### config.mk
export PLATFORM = sky130hd
export DESIGN_NAME = task_slot_table
export DESIGN_NICKNAME = d
export VERILOG_FILES = /design/src/sv/tst_pkg.sv /design/src/sv/tst_front.sv /design/src/sv/tst_queue.sv /design/src/sv/tst_back.sv /design/src/sv/task_slot_table.sv
export VERILOG_INCLUDE_DIRS = /design/src /design/src/sv
export SDC_FILE = /design/constraint.sdc
export NUM_CORES = 1
export LEC_CHECK = 0
export ABC_AREA = 1
export BUFFER_PORTS_ARGS = -buffer_cell sky130_fd_sc_hd__buf_2
export CAP_MARGIN = 15
export CORE_ASPECT_RATIO = 0.9
export CORE_MARGIN = 8
export CORE_UTILIZATION = 52
export DETAILED_ROUTE_END_ITERATION = 16
export MAX_ROUTING_LAYER = met4
export PLACE_DENSITY = 0.71
export SETUP_SLACK_MARGIN = 0.4
export SYNTH_ARGS = -nofsm -noshare
export SYNTH_HDL_FRONTEND = slang
export SYNTH_HIERARCHICAL = 1
export SYNTH_SLANG_ARGS = --single-unit
### constraint.sdc
create_clock -name clk -period 14.8 [get_ports clk]
set_input_delay 1.48 -clock clk [delete_from_list [all_inputs] [get_ports clk]]
set_output_delay 1.48 -clock clk [all_outputs]
set_load 0.02 [all_outputs]
### src/sv/assert_macros.svh
// Assertion helpers shared by the RTL files.
`ifndef ASSERT_MACROS_SVH
`define ASSERT_MACROS_SVH

// Same-cycle implication, disabled while reset is asserted.
`define ASSERT_IMPLY(label, clk, rst_n, ante, cons, msg) \
	label: assert property (@(posedge clk) disable iff (!rst_n) (ante) |-> (cons)) \
		else $error(msg);

// Next-cycle implication, disabled while reset is asserted.
`define ASSERT_NEXT(label, clk, rst_n, ante, cons, msg) \
	label: assert property (@(posedge clk) disable iff (!rst_n) (ante) |=> (cons)) \
		else $error(msg);

`endif

### src/sv/tst_pkg.sv
`timescale 1ns / 1ps

package tst_pkg;

	// Operation codes.
	localparam logic [1:0] FUNC_APPEND    = 2'd0;
	localparam logic [1:0] FUNC_REUSE     = 2'd1;
	localparam logic [1:0] FUNC_SET_STATE = 2'd2;
	localparam logic [1:0] FUNC_SET_SP    = 2'd3;

	// Task states.
	localparam logic [1:0] TASK_READY   = 2'd1;
	localparam logic [1:0] TASK_DORMANT = 2'd2;
	localparam logic [1:0] TASK_INVALID = 2'd3;

	// Status codes.
	localparam logic [2:0] STATUS_OK        = 3'd0;
	localparam logic [2:0] STATUS_FULL      = 3'd1;
	localparam logic [2:0] STATUS_LIMIT     = 3'd2;
	localparam logic [2:0] STATUS_NO_FIT    = 3'd3;
	localparam logic [2:0] STATUS_BAD_STATE = 3'd4;
	localparam logic [2:0] STATUS_BAD_TID   = 3'd5;
	localparam logic [2:0] STATUS_NOT_FOUND = 3'd6;

	localparam logic [31:0] FRAME_BYTES      = 32'd64;
	localparam logic [5:0]  MAX_ACTIVE_RESET = 6'd16;
	localparam int          QUEUE_DEPTH      = 2;

	typedef struct packed {
		logic [1:0]  func;
		logic [7:0]  tid;
		logic [1:0]  new_state;
		logic [15:0] stack_bytes;
		logic [31:0] stack_top;
		logic [31:0] entry_address;
		logic [31:0] deadline;
		logic [31:0] run_left;
		logic [31:0] alloc_addr;
		logic [31:0] stack_pointer;
		logic [2:0]  pre_status;
	} item_t;

	typedef struct packed {
		logic [7:0]  tid;
		logic [1:0]  task_state;
		logic [15:0] stack_bytes;
	} meta_t;

	typedef struct packed {
		logic [31:0] stack_top;
		logic [31:0] entry_address;
		logic [31:0] deadline;
		logic [31:0] run_left;
		logic [31:0] alloc_addr;
	} ctx_t;

	typedef struct packed {
		logic [2:0]  status;
		logic [4:0]  slot;
		logic [31:0] initial_stack_pointer;
		logic [5:0]  active_count;
	} result_t;

endpackage

### src/sv/tst_front.sv
`timescale 1ns / 1ps

module tst_front (
	input  logic            clk,
	input  logic            arst_n,
	input  logic            accept,
	input  tst_pkg::item_t  in_item,
	input  logic [5:0]      max_active,
	input  logic            q_full,
	output logic            push,
	output tst_pkg::item_t  push_item,
	output logic            valid
);

	tst_pkg::item_t item_s1;
	tst_pkg::item_t cls_item;
	logic           valid_s1;
	logic [2:0]     pre_status;
	logic           is_update;

	// Errors that depend only on the item and the register are settled here.
	always_comb begin
		is_update = (in_item.func == tst_pkg::FUNC_SET_STATE) ||
			(in_item.func == tst_pkg::FUNC_SET_SP);
		if (in_item.func == tst_pkg::FUNC_SET_STATE &&
				in_item.new_state == tst_pkg::TASK_INVALID) begin
			pre_status = tst_pkg::STATUS_BAD_STATE;
		end else if (is_update && in_item.tid >= 8'(max_active)) begin
			pre_status = tst_pkg::STATUS_BAD_TID;
		end else begin
			pre_status = tst_pkg::STATUS_OK;
		end
		cls_item            = in_item;
		cls_item.pre_status = pre_status;
	end

	assign push      = valid_s1 && !q_full;
	assign push_item = item_s1;
	assign valid     = valid_s1;

	always_ff @(posedge clk or negedge arst_n) begin
		if (!arst_n) begin
			valid_s1 <= 1'b0;
		end else if (accept) begin
			valid_s1 <= 1'b1;
		end else if (push) begin
			valid_s1 <= 1'b0;
		end
	end

	always_ff @(posedge clk) begin
		if (accept) begin
			item_s1 <= cls_item;
		end
	end

endmodule

### src/sv/tst_queue.sv
`timescale 1ns / 1ps

module tst_queue (
	input  logic            clk,
	input  logic            arst_n,
	input  logic            push,
	input  tst_pkg::item_t  push_item,
	input  logic            pop,
	output logic            full,
	output logic            empty,
	output tst_pkg::item_t  head
);

	localparam int PW = $clog2(tst_pkg::QUEUE_DEPTH);
	localparam int CW = $clog2(tst_pkg::QUEUE_DEPTH + 1);

	tst_pkg::item_t entries_q [tst_pkg::QUEUE_DEPTH];
	logic [PW-1:0]  wr_ptr_q;
	logic [PW-1:0]  rd_ptr_q;
	logic [CW-1:0]  count_q;
	logic           do_push;
	logic           do_pop;

	assign full    = count_q == CW'(tst_pkg::QUEUE_DEPTH);
	assign empty   = count_q == '0;
	assign do_push = push && !full;
	assign do_pop  = pop && !empty;
	assign head    = entries_q[rd_ptr_q];

	always_ff @(posedge clk) begin
		if (do_push) begin
			entries_q[wr_ptr_q] <= push_item;
		end
	end

	always_ff @(posedge clk or negedge arst_n) begin
		if (!arst_n) begin
			wr_ptr_q <= '0;
			rd_ptr_q <= '0;
			count_q  <= '0;
		end else begin
			if (do_push) begin
				wr_ptr_q <= (wr_ptr_q == PW'(tst_pkg::QUEUE_DEPTH - 1)) ? '0 : wr_ptr_q + 1'b1;
			end
			if (do_pop) begin
				rd_ptr_q <= (rd_ptr_q == PW'(tst_pkg::QUEUE_DEPTH - 1)) ? '0 : rd_ptr_q + 1'b1;
			end
			case ({do_push, do_pop})
				2'b10: count_q <= count_q + 1'b1;
				2'b01: count_q <= count_q - 1'b1;
				default: count_q <= count_q;
			endcase
		end
	end

endmodule

### src/sv/tst_back.sv
`timescale 1ns / 1ps

module tst_back #(
	parameter int TABLE_SLOTS = 32
) (
	input  logic              clk,
	input  logic              arst_n,
	input  logic [5:0]        max_active,
	input  logic              q_empty,
	input  tst_pkg::item_t    q_head,
	output logic              pop,
	output logic              busy,
	output logic              done,
	output tst_pkg::result_t  result
);

	`include "assert_macros.svh"

	localparam int IW = $clog2(TABLE_SLOTS);
	localparam int FW = $clog2(TABLE_SLOTS + 1);

	localparam logic [1:0] BK_IDLE   = 2'd0;
	localparam logic [1:0] BK_CHECK  = 2'd1;
	localparam logic [1:0] BK_SEARCH = 2'd2;

	logic [1:0]        state_q, state_d;
	logic [FW-1:0]     fill_q, fill_d;
	logic [5:0]        active_q, active_d;
	logic [FW-1:0]     rd_idx_q, rd_idx_d;
	logic              pend_q, pend_d;
	logic [IW-1:0]     pend_idx_q, pend_idx_d;
	tst_pkg::item_t    work_q, work_d;

	tst_pkg::meta_t    meta_mem_q [TABLE_SLOTS];
	tst_pkg::ctx_t     ctx_mem_q [TABLE_SLOTS];
	logic [31:0]       sp_mem_q [TABLE_SLOTS];
	tst_pkg::meta_t    meta_rd_q;

	logic              meta_we;
	logic [IW-1:0]     meta_waddr;
	tst_pkg::meta_t    meta_wdata;
	logic              ctx_we;
	tst_pkg::ctx_t     ctx_wdata;
	logic              sp_we;
	logic [IW-1:0]     sp_waddr;
	logic [31:0]       sp_wdata;

	logic [31:0]       isp;
	tst_pkg::meta_t    create_meta;
	logic              hit;
	logic              fin;
	logic [2:0]        fin_status;
	logic [IW-1:0]     fin_idx;
	logic [31:0]       fin_isp;
	logic              done_q;
	tst_pkg::result_t  res_q;

	assign isp         = work_q.stack_top - tst_pkg::FRAME_BYTES;
	assign create_meta = '{tid: work_q.tid, task_state: tst_pkg::TASK_READY,
		stack_bytes: work_q.stack_bytes};
	assign ctx_wdata   = '{stack_top: work_q.stack_top, entry_address: work_q.entry_address,
		deadline: work_q.deadline, run_left: work_q.run_left,
		alloc_addr: work_q.alloc_addr};

	// A reuse looks for a dormant slot that is big enough; updates look for the tid.
	assign hit = pend_q && ((work_q.func == tst_pkg::FUNC_REUSE) ?
		(meta_rd_q.task_state == tst_pkg::TASK_DORMANT &&
			meta_rd_q.stack_bytes >= work_q.stack_bytes) :
		(meta_rd_q.tid == work_q.tid));

	always_comb begin
		state_d    = state_q;
		fill_d     = fill_q;
		active_d   = active_q;
		rd_idx_d   = rd_idx_q;
		pend_d     = 1'b0;
		pend_idx_d = pend_idx_q;
		work_d     = work_q;
		pop        = 1'b0;
		meta_we    = 1'b0;
		meta_waddr = '0;
		meta_wdata = create_meta;
		ctx_we     = 1'b0;
		sp_we      = 1'b0;
		sp_waddr   = '0;
		sp_wdata   = isp;
		fin        = 1'b0;
		fin_status = tst_pkg::STATUS_OK;
		fin_idx    = '0;
		fin_isp    = '0;
		case (state_q)
			BK_IDLE: begin
				if (!q_empty) begin
					pop     = 1'b1;
					work_d  = q_head;
					state_d = BK_CHECK;
				end
			end
			BK_CHECK: begin
				if (work_q.pre_status != tst_pkg::STATUS_OK) begin
					fin        = 1'b1;
					fin_status = work_q.pre_status;
					state_d    = BK_IDLE;
				end else if (work_q.func == tst_pkg::FUNC_APPEND) begin
					fin     = 1'b1;
					state_d = BK_IDLE;
					if (fill_q == FW'(TABLE_SLOTS)) begin
						fin_status = tst_pkg::STATUS_FULL;
					end else if (active_q >= max_active) begin
						fin_status = tst_pkg::STATUS_LIMIT;
					end else begin
						meta_we    = 1'b1;
						meta_waddr = fill_q[IW-1:0];
						ctx_we     = 1'b1;
						sp_we      = 1'b1;
						sp_waddr   = fill_q[IW-1:0];
						fin_idx    = fill_q[IW-1:0];
						fin_isp    = isp;
						fill_d     = fill_q + 1'b1;
						active_d   = active_q + 1'b1;
					end
				end else if (work_q.func == tst_pkg::FUNC_REUSE && active_q >= max_active) begin
					fin        = 1'b1;
					fin_status = tst_pkg::STATUS_LIMIT;
					state_d    = BK_IDLE;
				end else if (fill_q == '0) begin
					fin        = 1'b1;
					fin_status = (work_q.func == tst_pkg::FUNC_REUSE) ?
						tst_pkg::STATUS_NO_FIT : tst_pkg::STATUS_NOT_FOUND;
					state_d    = BK_IDLE;
				end else begin
					rd_idx_d = '0;
					state_d  = BK_SEARCH;
				end
			end
			BK_SEARCH: begin
				// One read is issued per cycle; its data is compared the cycle after.
				if (rd_idx_q < fill_q) begin
					rd_idx_d   = rd_idx_q + 1'b1;
					pend_d     = 1'b1;
					pend_idx_d = rd_idx_q[IW-1:0];
				end
				if (hit) begin
					fin     = 1'b1;
					fin_idx = pend_idx_q;
					state_d = BK_IDLE;
					case (work_q.func)
						tst_pkg::FUNC_REUSE: begin
							meta_we    = 1'b1;
							meta_waddr = pend_idx_q;
							ctx_we     = 1'b1;
							sp_we      = 1'b1;
							sp_waddr   = pend_idx_q;
							fin_isp    = isp;
							active_d   = active_q + 1'b1;
						end
						tst_pkg::FUNC_SET_STATE: begin
							meta_we    = 1'b1;
							meta_waddr = pend_idx_q;
							meta_wdata = '{tid: meta_rd_q.tid, task_state: work_q.new_state,
								stack_bytes: meta_rd_q.stack_bytes};
							if (work_q.new_state == tst_pkg::TASK_DORMANT && active_q != '0) begin
								active_d = active_q - 1'b1;
							end
						end
						default: begin
							sp_we    = 1'b1;
							sp_waddr = pend_idx_q;
							sp_wdata = work_q.stack_pointer;
						end
					endcase
				end else if (pend_q && FW'(pend_idx_q) == fill_q - 1'b1) begin
					fin        = 1'b1;
					fin_status = (work_q.func == tst_pkg::FUNC_REUSE) ?
						tst_pkg::STATUS_NO_FIT : tst_pkg::STATUS_NOT_FOUND;
					state_d    = BK_IDLE;
				end
			end
			default: begin
				state_d = BK_IDLE;
			end
		endcase
	end

	always_ff @(posedge clk) begin
		if (meta_we) begin
			meta_mem_q[meta_waddr] <= meta_wdata;
		end
		meta_rd_q <= meta_mem_q[rd_idx_q[IW-1:0]];
	end

	always_ff @(posedge clk) begin
		if (ctx_we) begin
			ctx_mem_q[meta_waddr] <= ctx_wdata;
		end
	end

	always_ff @(posedge clk) begin
		if (sp_we) begin
			sp_mem_q[sp_waddr] <= sp_wdata;
		end
	end

	always_ff @(posedge clk or negedge arst_n) begin
		if (!arst_n) begin
			state_q  <= BK_IDLE;
			fill_q   <= '0;
			active_q <= '0;
			rd_idx_q <= '0;
			pend_q   <= 1'b0;
			done_q   <= 1'b0;
		end else begin
			state_q  <= state_d;
			fill_q   <= fill_d;
			active_q <= active_d;
			rd_idx_q <= rd_idx_d;
			pend_q   <= pend_d;
			done_q   <= fin;
		end
	end

	always_ff @(posedge clk) begin
		pend_idx_q <= pend_idx_d;
		work_q     <= work_d;
		if (fin) begin
			res_q.status                <= fin_status;
			res_q.slot                  <= 5'(fin_idx);
			res_q.initial_stack_pointer <= fin_isp;
			res_q.active_count          <= active_d;
		end
	end

	assign busy   = state_q != BK_IDLE;
	assign done   = done_q;
	assign result = res_q;

	`ASSERT_NEXT(a_done_single, clk, arst_n, done_q, !done_q, "result strobe held for two cycles")
	`ASSERT_IMPLY(a_full_status, clk, arst_n, fin && fin_status == tst_pkg::STATUS_FULL, fill_q == FW'(TABLE_SLOTS), "table full reported with free slots")
	`ASSERT_IMPLY(a_write_filled, clk, arst_n, meta_we, FW'(meta_waddr) <= fill_q, "slot written beyond the filled region")
	`ASSERT_NEXT(a_idle_count, clk, arst_n, state_q == BK_IDLE, $stable(active_q), "active count changed while idle")

endmodule

### src/sv/task_slot_table.sv
`timescale 1ns / 1ps
// Path: an item is registered in the front end, queued, popped by the back end and settled
// in its check state or, for reuse and updates that need it, after a serial slot search.
// Items: one at a time; a new start is taken in the cycle of the previous result,
// and the serial slot search sets the longest wait between items.
// Reset: fill index and active count clear, max_active returns to 16, slot contents
// are undefined. Results are strobed for one cycle with done; the receiver cannot stall.

module task_slot_table #(
	parameter int TABLE_SLOTS = 32
) (
	input  logic        clk,
	input  logic        arst_n,
	input  logic        start,
	output logic        busy,
	input  logic [1:0]  func,
	input  logic [7:0]  tid,
	input  logic [1:0]  new_state,
	input  logic [15:0] stack_bytes,
	input  logic [31:0] stack_top,
	input  logic [31:0] entry_address,
	input  logic [31:0] deadline,
	input  logic [31:0] run_left,
	input  logic [31:0] alloc_addr,
	input  logic [31:0] stack_pointer,
	output logic        done,
	output logic [2:0]  status,
	output logic [4:0]  slot,
	output logic [31:0] initial_stack_pointer,
	output logic [5:0]  active_count,
	input  logic        cfg_valid,
	output logic        cfg_ready,
	input  logic [5:0]  cfg_data
);

	`include "assert_macros.svh"

	// The active-task limit. The user must change it only while the block is idle (the block
	// does not enforce this), so the front and back ends may read it directly without any hand-off.
	logic [5:0]       max_active_q;

	tst_pkg::item_t   in_item;
	tst_pkg::item_t   push_item;
	tst_pkg::item_t   q_head;
	tst_pkg::result_t result;
	logic             accept;
	logic             push;
	logic             front_valid;
	logic             q_full;
	logic             q_empty;
	logic             pop;
	logic             back_busy;

	// A configuration transaction is always taken.
	assign cfg_ready = 1'b1;

	always_ff @(posedge clk or negedge arst_n) begin
		if (!arst_n) begin
			max_active_q <= tst_pkg::MAX_ACTIVE_RESET;
		end else if (cfg_valid) begin
			max_active_q <= cfg_data;
		end
	end

	// The block works on one item at a time. It stays busy from the accepting edge
	// until the back end has produced the result, so the item may sit in the front
	// register, in the queue or in the back end.
	assign busy   = front_valid || !q_empty || back_busy;
	assign accept = start && !busy;

	assign in_item = '{func: func, tid: tid, new_state: new_state, stack_bytes: stack_bytes,
		stack_top: stack_top, entry_address: entry_address, deadline: deadline,
		run_left: run_left, alloc_addr: alloc_addr,
		stack_pointer: stack_pointer, pre_status: tst_pkg::STATUS_OK};

	// The front end registers the item and resolves the errors that need no table
	// state: an invalid target state and, for updates, a task id outside the configured range.
	tst_front u_front (
		.clk        (clk),
		.arst_n     (arst_n),
		.accept     (accept),
		.in_item    (in_item),
		.max_active (max_active_q),
		.q_full     (q_full),
		.push       (push),
		.push_item  (push_item),
		.valid      (front_valid)
	);

	// A short queue decouples classification from execution.
	tst_queue u_queue (
		.clk       (clk),
		.arst_n    (arst_n),
		.push      (push),
		.push_item (push_item),
		.pop       (pop),
		.full      (q_full),
		.empty     (q_empty),
		.head      (q_head)
	);

	// The back end owns the slot table, the fill index and the active count. It
	// handles appends directly and walks the filled slots in order for reuse and
	// for updates, stopping at the first match.
	tst_back #(
		.TABLE_SLOTS (TABLE_SLOTS)
	) u_back (
		.clk        (clk),
		.arst_n     (arst_n),
		.max_active (max_active_q),
		.q_empty    (q_empty),
		.q_head     (q_head),
		.pop        (pop),
		.busy       (back_busy),
		.done       (done),
		.result     (result)
	);

	assign status                = result.status;
	assign slot                  = result.slot;
	assign initial_stack_pointer = result.initial_stack_pointer;
	assign active_count          = result.active_count;

	`ASSERT_NEXT(a_accept_busy, clk, arst_n, accept, busy, "block not busy after accepting a transaction")
	`ASSERT_IMPLY(a_done_busy, clk, arst_n, done, !front_valid && q_empty, "result while another transaction is queued")
	`ASSERT_IMPLY(a_push_space, clk, arst_n, push, !q_full, "queue push while full")

endmodule
==> reports/metrics.sh, run 1 <==
FIN_WORST_SKEW_NS=0.0356
DRT-WIRELENGTH-PER-CELL_UM=22.7
CRITICAL_PATH_PEAK_FANOUT=33
CLOCK_LATENCY_NS=0.70
FINAL_HOLD_VIOL_COUNT=0
DIE-WIDTH_UM=334
VIASPERCELL=5.84
MULTI_INPUT_GATE_AREA_UM2=10900
H_TREE_LEVELS=3
P_INT_W=0.00634
DPL_WORST_SLACK_NS=10.20
GRT_ANTENNA_BEFORE_REPAIR=7
TNS_NS=0
NUM_IO_PINS=279
SYNTHESIS.NETS=3945
ROWS=105
CLOCK-ROOT-BUFFER='sky130_fd_sc_hd__clkbuf_16'
STATUS='complete, no violations'
P_LEAK_nW=18.7
HOLD_WC_PATH_TYPE='register to register'
REGAREA_UM2=35400
FIRST_GLOBAL_VIAS=28200
POSTROUTEWIRELENGTH_MM=115
CRITPATHKIND='register to register'
MAX-CAP-VIOLATIONS=0
FINAL_CRITICAL_PATH_SETUP_SLACK_NS=10.11
WORST-R2R-SETUP-SLACK_NS=10.11
INITIAL_CORE_UTIL_PCT=52.3
CORE_BOX_AREA_UM2=90800
CTS-HOLD-FIX-BUFFERS=0
FIRSTDRTPASSITERS=5
AREA_GROWTH_SYN_TO_LAYOUT_PCT=12.2
MAX_SLEW.WORST_PIN.SLEW_NS=1.22
POST_ROUTE_CELLS_DRIVE_ABOVE_1_SHARE_PCT=12.1
P_PER_AREA_nW_PER_UM2=166
DIE_AREA_UM2=101000
POWER.IR.VDD_WORST_mV=0.137
DR_TOTAL_VIAS=29700
NUM-FILL-CELLS=6856
NNETSFINAL=4037
SYNTH-WARNING-COUNT=6
DP_HPWL_MM=60.4
TOTAL_CLOCK_SINKS=1193
SYNTH.CELL_AREA_UM2=47500
CTS.REPAIR_TIMING.SETUP_BUFFER_COUNT=0
DRC=0
GPL.FINAL_WEIGHTED_CONGESTION=0.867
MAX-SLEW-MARGIN-REL_PCT=18.6
CTSLONGESTPATHBUFFERS=3
CRITICAL_R2R_CAPTURE='u_back/meta_mem_q[19][16]'
WORSTREGTOREGCELLS=13
CLKSLEWWORSTSETUPHOLDPATHS_NS=0.07
POSTROUTEANTENNANETS=0
PORT_BUFFERS=117
POWER.SWITCHING_W=0.00248
SYNTHESIS.AREA_PER_INSTANCE_UM2=12.9
CHIPHEIGHT_UM=303
DRT_ITER0_DRC=3624
SHARE_CLK_OF_TOTAL_POWER_PCT=32.0
NUMBER_OF_CELLS_PRODUCED_BY_SYNTHESIS=3668
POWER.TOTAL_W=0.00883
POWER.COMBINATIONAL.FRACTION_PCT=16.3
SW_FRAC_OF_TOTAL_PCT=28.1
HOLD_END='u_queue/entries_q[0][168]'
RSZ0062_AT_GRT='no'
CTS_BUFFERS=110
GR-USAGE-ALL-LAYERS_PCT=22.9
PERIOD_SHARE_PCT=31.7
GRT_MAX_DEGREE=182
TIMING.CRITICAL_PATH.ARRIVAL_NS=4.86
GRT_FIRST_PASS_WIRELENGTH_MM=171
HOLD_PATH_DEPTH=0
MAX_FREQ_MHz=213
MIN_DELAY_STARTPOINT='u_front/push_item[168]'
MIN_PERIOD_NS=4.69
SETUP.WORST_PATH.START_CLASS='register'
GR-TOTAL-OVERFLOW=0
TIMING.CRITICAL_PATH.REQUIRED_NS=14.98
TRITONCTS='built'
CRITICAL_PATH.REG2REG.STARTPOINT='u_back/create_meta[9]'
CTS_RESIZED=0
SEQ_POWER_SHARE_PCT=51.7
SETUP_VIOL=0
WORST_SETUP_PATH_END_KIND='register'
FINAL_MAX_TRAN_VIOLS=0
==> layout by cell type (no fill, tap or decap), types with 14 or more instances in the layout <==
cell type / instances
sky130_fd_sc_hd__xnor2_1: 17
sky130_fd_sc_hd__buf_4: 68
sky130_fd_sc_hd__o21ai_2: 14
sky130_fd_sc_hd__a21oi_1: 29
sky130_fd_sc_hd__o221ai_1: 78
sky130_fd_sc_hd__buf_2: 117
sky130_fd_sc_hd__clkbuf_1: 17
sky130_fd_sc_hd__o22ai_1: 130
sky130_fd_sc_hd__xor2_1: 27
sky130_fd_sc_hd__nor2_1: 500
sky130_fd_sc_hd__nand4_1: 47
sky130_fd_sc_hd__o211ai_1: 32
sky130_fd_sc_hd__nor2_4: 38
sky130_fd_sc_hd__o21ai_0: 466
sky130_fd_sc_hd__dfxtp_1: 26
sky130_fd_sc_hd__clkinv_2: 31
sky130_fd_sc_hd__o21ai_1: 17
sky130_fd_sc_hd__clkinv_1: 24
sky130_fd_sc_hd__clkbuf_16: 112
sky130_fd_sc_hd__nand3_1: 110
sky130_fd_sc_hd__ha_1: 47
sky130_fd_sc_hd__edfxtp_1: 1134
sky130_fd_sc_hd__nand2_1: 494
sky130_fd_sc_hd__inv_1: 144
sky130_fd_sc_hd__dfrtp_1: 28
==> sequential cells by signal (all words and copies together), names as in the netlist, 6 cells and up <==
signal	count
u_back/create_meta	24
u_back/rd_idx_q	6
u_back/ctx_wdata	32
u_back/meta_rd_q	26
u_back/work_q	7
u_front/push_item	62
u_back/meta_mem_q	832
u_back/result	46
u_back/active_q	6
max_active_q	6
u_queue/entries_q	126
u_back/fill_q	6
==> critical path, cell delays in order, from the launching register on <==
cell                       delay (ns)
sky130_fd_sc_hd__edfxtp_1        0.43
sky130_fd_sc_hd__inv_1           0.11
sky130_fd_sc_hd__ha_1            0.32
sky130_fd_sc_hd__a21oi_1         0.06
sky130_fd_sc_hd__o21ai_0         0.30
sky130_fd_sc_hd__a21oi_1         0.11
sky130_fd_sc_hd__nand2_1         0.20
sky130_fd_sc_hd__nand2_1         0.20
sky130_fd_sc_hd__nand2_2         0.20
sky130_fd_sc_hd__nand2_4         0.13
sky130_fd_sc_hd__inv_2           0.25
sky130_fd_sc_hd__nand3_4         0.32
sky130_fd_sc_hd__inv_2           0.70
sky130_fd_sc_hd__nand2_1         0.78
==> power by group through the flow <==
stage          combinational (W)  sequential, W  clock [W]
3_5_place_dp             0.00141        0.00463          0
6_report                 0.00144        0.00456    0.00282
3_3_place_gp             0.00137        0.00463          0
5_1_grt                  0.00160        0.00459    0.00299
2_1_floorplan           0.000906        0.00464          0
4_1_cts                  0.00142        0.00457    0.00286
==> through the flow <==
| stage | util (%) | hold slack, ns | cell area (um^2) | cells |
|---|---|---|---|---|
| floorplan | - | 0.421 | 47500 | 3668 |
| global placement | 54.6 | 0.422 | 49600 | 4874 |
| detailed placement | 54.6 | 0.429 | 49600 | 4874 |
| CTS | 58.6 | 0.444 | 53200 | 5080 |
| global route | 58.7 | 0.445 | 53300 | 5091 |
| finish | 58.7 | 0.443 | 53300 | 5091 |
==> worst max path at each step <==
| stage | from | endpoint | slack, ns | cells after the start |
|---|---|---|---|---|
| 6_report | u_back/create_meta[9] | u_back/meta_mem_q[19][16] | 10.11 | 13 |
| 5_1_grt | u_back/create_meta[15] | u_back/meta_mem_q[20][18] | 9.82 | 14 |
| 4_1_cts | u_back/create_meta[15] | u_back/meta_mem_q[22][16] | 10.15 | 13 |
| 3_5_place_dp | u_back/create_meta[11] | u_back/meta_mem_q[23][16] | 10.20 | 13 |
| 3_3_place_gp | u_back/create_meta[11] | u_back/meta_mem_q[20][16] | 10.27 | 13 |
| 2_1_floorplan | start | u_front/push_item[0] | 10.20 | 2 |
==> metal layers <==
| layer | routed length [um] | GRT usage [%] | vias up |
|---|---|---|---|
| met1 | 46400 | 30.2 | 14500 |
| met4 | 4190 | 8.53 | 0 |
| met5 | 0 | - | - |
| met2 | 54100 | 35.6 | 1403 |
| met3 | 10800 | 4.41 | 252 |
| li1 | - | - | 13500 |
==> area by class of cell <==
type                    instances  share of cell area (%)
flip-flops and latches       1193                    66.5
multi-input cells            2104                    20.4
clock buffers                 133                    5.49
well taps                    1230                    2.89
repair buffers                189                    2.17
clock inverters                73                    1.31
inverters                     162                    1.18
diodes                          7                  0.0329
Power figures use the tool's default switching activity.
==> run 2, diff against run 1 <==
==> constraint.sdc (replaced) <==
create_clock -name clk -period 4.4 [get_ports clk]
set_input_delay 0.44 -clock clk [delete_from_list [all_inputs] [get_ports clk]]
set_output_delay 0.44 -clock clk [all_outputs]
set_load 0.02 [all_outputs]
==> run 2 against run 1 <==
Hold slack worse by 0.38 ns. Routed wire length up 3.4%. Fmax up 23%. Largest cell class unchanged. First-iteration DRC count up 1.8%. Core utilization up 1.6 points. Count of clock-buffer cells in the layout up 13. Register-to-register slack worse by 9.5 ns. Clock power rose to 3.4 times the previous value. Design area up 2.8%.
==> reports/metrics.sh, run 2 (synthesized netlist as in run 1, its figures left out) <==
STATUS='complete, no violations'
SETUP_VIOL=0
SETUP.WORST_PATH.START_CLASS='register'
HOLD_WC_PATH_TYPE='input port to register'
P_PER_AREA_nW_PER_UM2=548
CP_SLOWEST_STAGE_DELAY_NS=0.74
CTS_BUFFERS=110
FINAL_MAX_TRAN_VIOLS=0
MAX-SLEW-MARGIN-REL_PCT=22.5
RSZ0062_AT_GRT='no'
PORT_BUFFERS=117
REGISTERS.TOP_BY_FF_COUNT='u_back/meta_mem_q'
MIN_PERIOD_NS=3.82
GPL.FINAL_WEIGHTED_CONGESTION=0.856
CORE_BOX_AREA_UM2=90800
TNS_NS=0
DRT_ITER0_DRC=3690
FIRSTDRTPASSITERS=6
MAX_SLEW.WORST_PIN.SLEW_NS=1.16
DIE-WIDTH_UM=334
POST_ROUTE_CELLS_DRIVE_ABOVE_1_SHARE_PCT=12.8
MAX-CAP-VIOLATIONS=0
CRITPATHLAUNCH='u_back/create_meta[10]'
GRT_MAX_DEGREE=195
DIE_AREA_UM2=101000
DP_HPWL_MM=63.2
NNETSFINAL=4139
GRT_FIRST_PASS_WIRELENGTH_MM=178
GR-TOTAL-OVERFLOW=0
CRITICAL_PATH_PEAK_FANOUT=18
TRITONCTS='built'
DRC=0
CP_BUFS_INVS=3
GR-USAGE-ALL-LAYERS_PCT=23.7
AREA_GROWTH_SYN_TO_LAYOUT_PCT=15.3
POWER.IR.VDD_WORST_mV=0.507
P_LEAK_nW=19.2
CP_CELL_SEQUENCE='inv_1, ha_1, nand2_1, o21ai_0, a21oi_1, nand2_1, nand2_1, nand2_2, nand2_4, inv_2, nand3_4, o21ai_2, buf_4'
CRITICAL_PATH.REG2REG.STARTPOINT='u_back/create_meta[10]'
FIN_WORST_SKEW_NS=0.0213
DRT-WIRELENGTH-PER-CELL_UM=23.0
CTS.REPAIR_TIMING.SETUP_BUFFER_COUNT=0
POST_PLACE_CELL_AREA_UM2=50300
TIMING.CRITICAL_PATH.ARRIVAL_NS=4.35
VIASPERCELL=5.91
CHIPHEIGHT_UM=303
CTSLONGESTPATHBUFFERS=3
FIRST_GLOBAL_VIAS=29100
DR_TOTAL_VIAS=30700
PATH_COMMON_CELL='sky130_fd_sc_hd__nand2_1'
CP_TOP_FAMILY='compound AO/OA/AOI/OAI gates'
POSTROUTEWIRELENGTH_MM=119
NUMBER_OF_FLIP_FLOPS_UNDER_THE_LARGEST_REGISTER_NAME=832
TIMING.CRITICAL_PATH.REQUIRED_NS=4.93
CLKSLEWWORSTSETUPHOLDPATHS_NS=0.07
TOTAL_CLOCK_SINKS=1193
FINAL_COMMON_CELL='sky130_fd_sc_hd__edfxtp_1'
PERIOD_SHARE_PCT=86.8
INITIAL_CORE_UTIL_PCT=52.3
CRITPATHKIND='register to register'
WORST_SETUP_PATH_END_KIND='register'
CLOCK_LATENCY_NS=0.71
TIMING.CRITICAL_PATH.SLOWEST_STAGE_CELL='sky130_fd_sc_hd__o21ai_2'
FINALINSTANCEAREA_UM2=54700
MAX_FREQ_MHz=262
GRT_ANTENNA_BEFORE_REPAIR=1
CLOCK-ROOT-BUFFER='sky130_fd_sc_hd__clkbuf_16'
POSTROUTEANTENNANETS=0
H_TREE_LEVELS=3
FINAL_HOLD_VIOL_COUNT=0
NUM_IO_PINS=279
LAYOUT.CELLS.MOST_COMMON_LIST='sky130_fd_sc_hd__edfxtp_1, sky130_fd_sc_hd__nor2_1, sky130_fd_sc_hd__nand2_1'
NUM-FILL-CELLS=6759
MIN_DELAY_STARTPOINT='cfg_valid'
ROWS=105
-- run 2: changes by cell type in the layout (fill, tap and decap cells not counted), sizes merged --
cell	change
dlygate4sd3	+68
buf	+34
clkinv	-16
clkbuf	+13
clkinvlp	+6
diode	-5
-- run 2: final timing paths --
kind | end | slack (ns) | depth (start not counted)
hold reg to reg | u_queue/entries_q[1][200] | 0.44 | 0
min in group asynchronous | u_back/done | 0.37 | 2
hold / removal | max_active_q[2] | 0.07 | 2
setup / recovery | u_back/meta_mem_q[23][23] | 0.58 | 13
max in group asynchronous | u_back/rd_idx_q[2] | 3.43 | 2
setup reg to reg | u_back/meta_mem_q[23][23] | 0.58 | 13
-- run 2: area by class of cell --
type	count	area, um^2	share of cell area [%]
clock inverter	63	718	1.31
multi-input combinational	2104	10900	19.9
timing repair buffer	291	2520	4.61
inverter	162	624	1.14
antenna	2	5.00	0.00915
sequential	1193	35400	64.7
tap	1230	1540	2.81
clock buffer	146	3000	5.48
-- run 2: per-layer routing --
layer	global-route usage (%)	vias up	wire length (um)
met5	-	-	0
met1	32.0	15000	47300
met2	36.9	1633	55900
met3	3.70	304	11600
met4	8.46	0	4560
li1	-	13700	-
-- run 2: worst register-to-register path, stage by stage (launching register included) --
cell and delay (ns):
sky130_fd_sc_hd__edfxtp_1 0.32, sky130_fd_sc_hd__inv_1 0.10, sky130_fd_sc_hd__ha_1 0.32, sky130_fd_sc_hd__nand2_1 0.06
sky130_fd_sc_hd__o21ai_0 0.40, sky130_fd_sc_hd__a21oi_1 0.12, sky130_fd_sc_hd__nand2_1 0.18, sky130_fd_sc_hd__nand2_1 0.17
sky130_fd_sc_hd__nand2_2 0.19, sky130_fd_sc_hd__nand2_4 0.13, sky130_fd_sc_hd__inv_2 0.25, sky130_fd_sc_hd__nand3_4 0.33
sky130_fd_sc_hd__o21ai_2 0.75, sky130_fd_sc_hd__buf_4 0.32
-- run 2: power by group --
| part | internal, W | switching (W) |
|---|---|---|
| combinational | 0.00129 | 0.00375 |
| sequential | 0.0147 | 0.000543 |
| clock | 0.00549 | 0.00422 |
-- run 2: through the flow --
stage	hold WS, ns	utilization, %	total power [W]	cells	setup slack [ns]
after floorplan	0.144	-	0.0186	3668	0.457
after global placement	0.422	55.4	0.0203	4912	0.638
after detailed placement	0.429	55.4	0.0204	4912	0.607
after CTS	0.0209	60.3	0.0300	5189	0.583
after global routing	0.0718	60.3	0.0311	5190	0.427
final	0.0653	60.3	0.0300	5191	0.579
-- run 2: timing repair --
| action | CTS | global route |
|---|---|---|
| endpoints found under the setup margin | 0 | 64 |
| hold buffers | 68 | 0 |
| gates resized for setup | 0 | 2 |
| hold endpoints to repair | 98 | 0 |
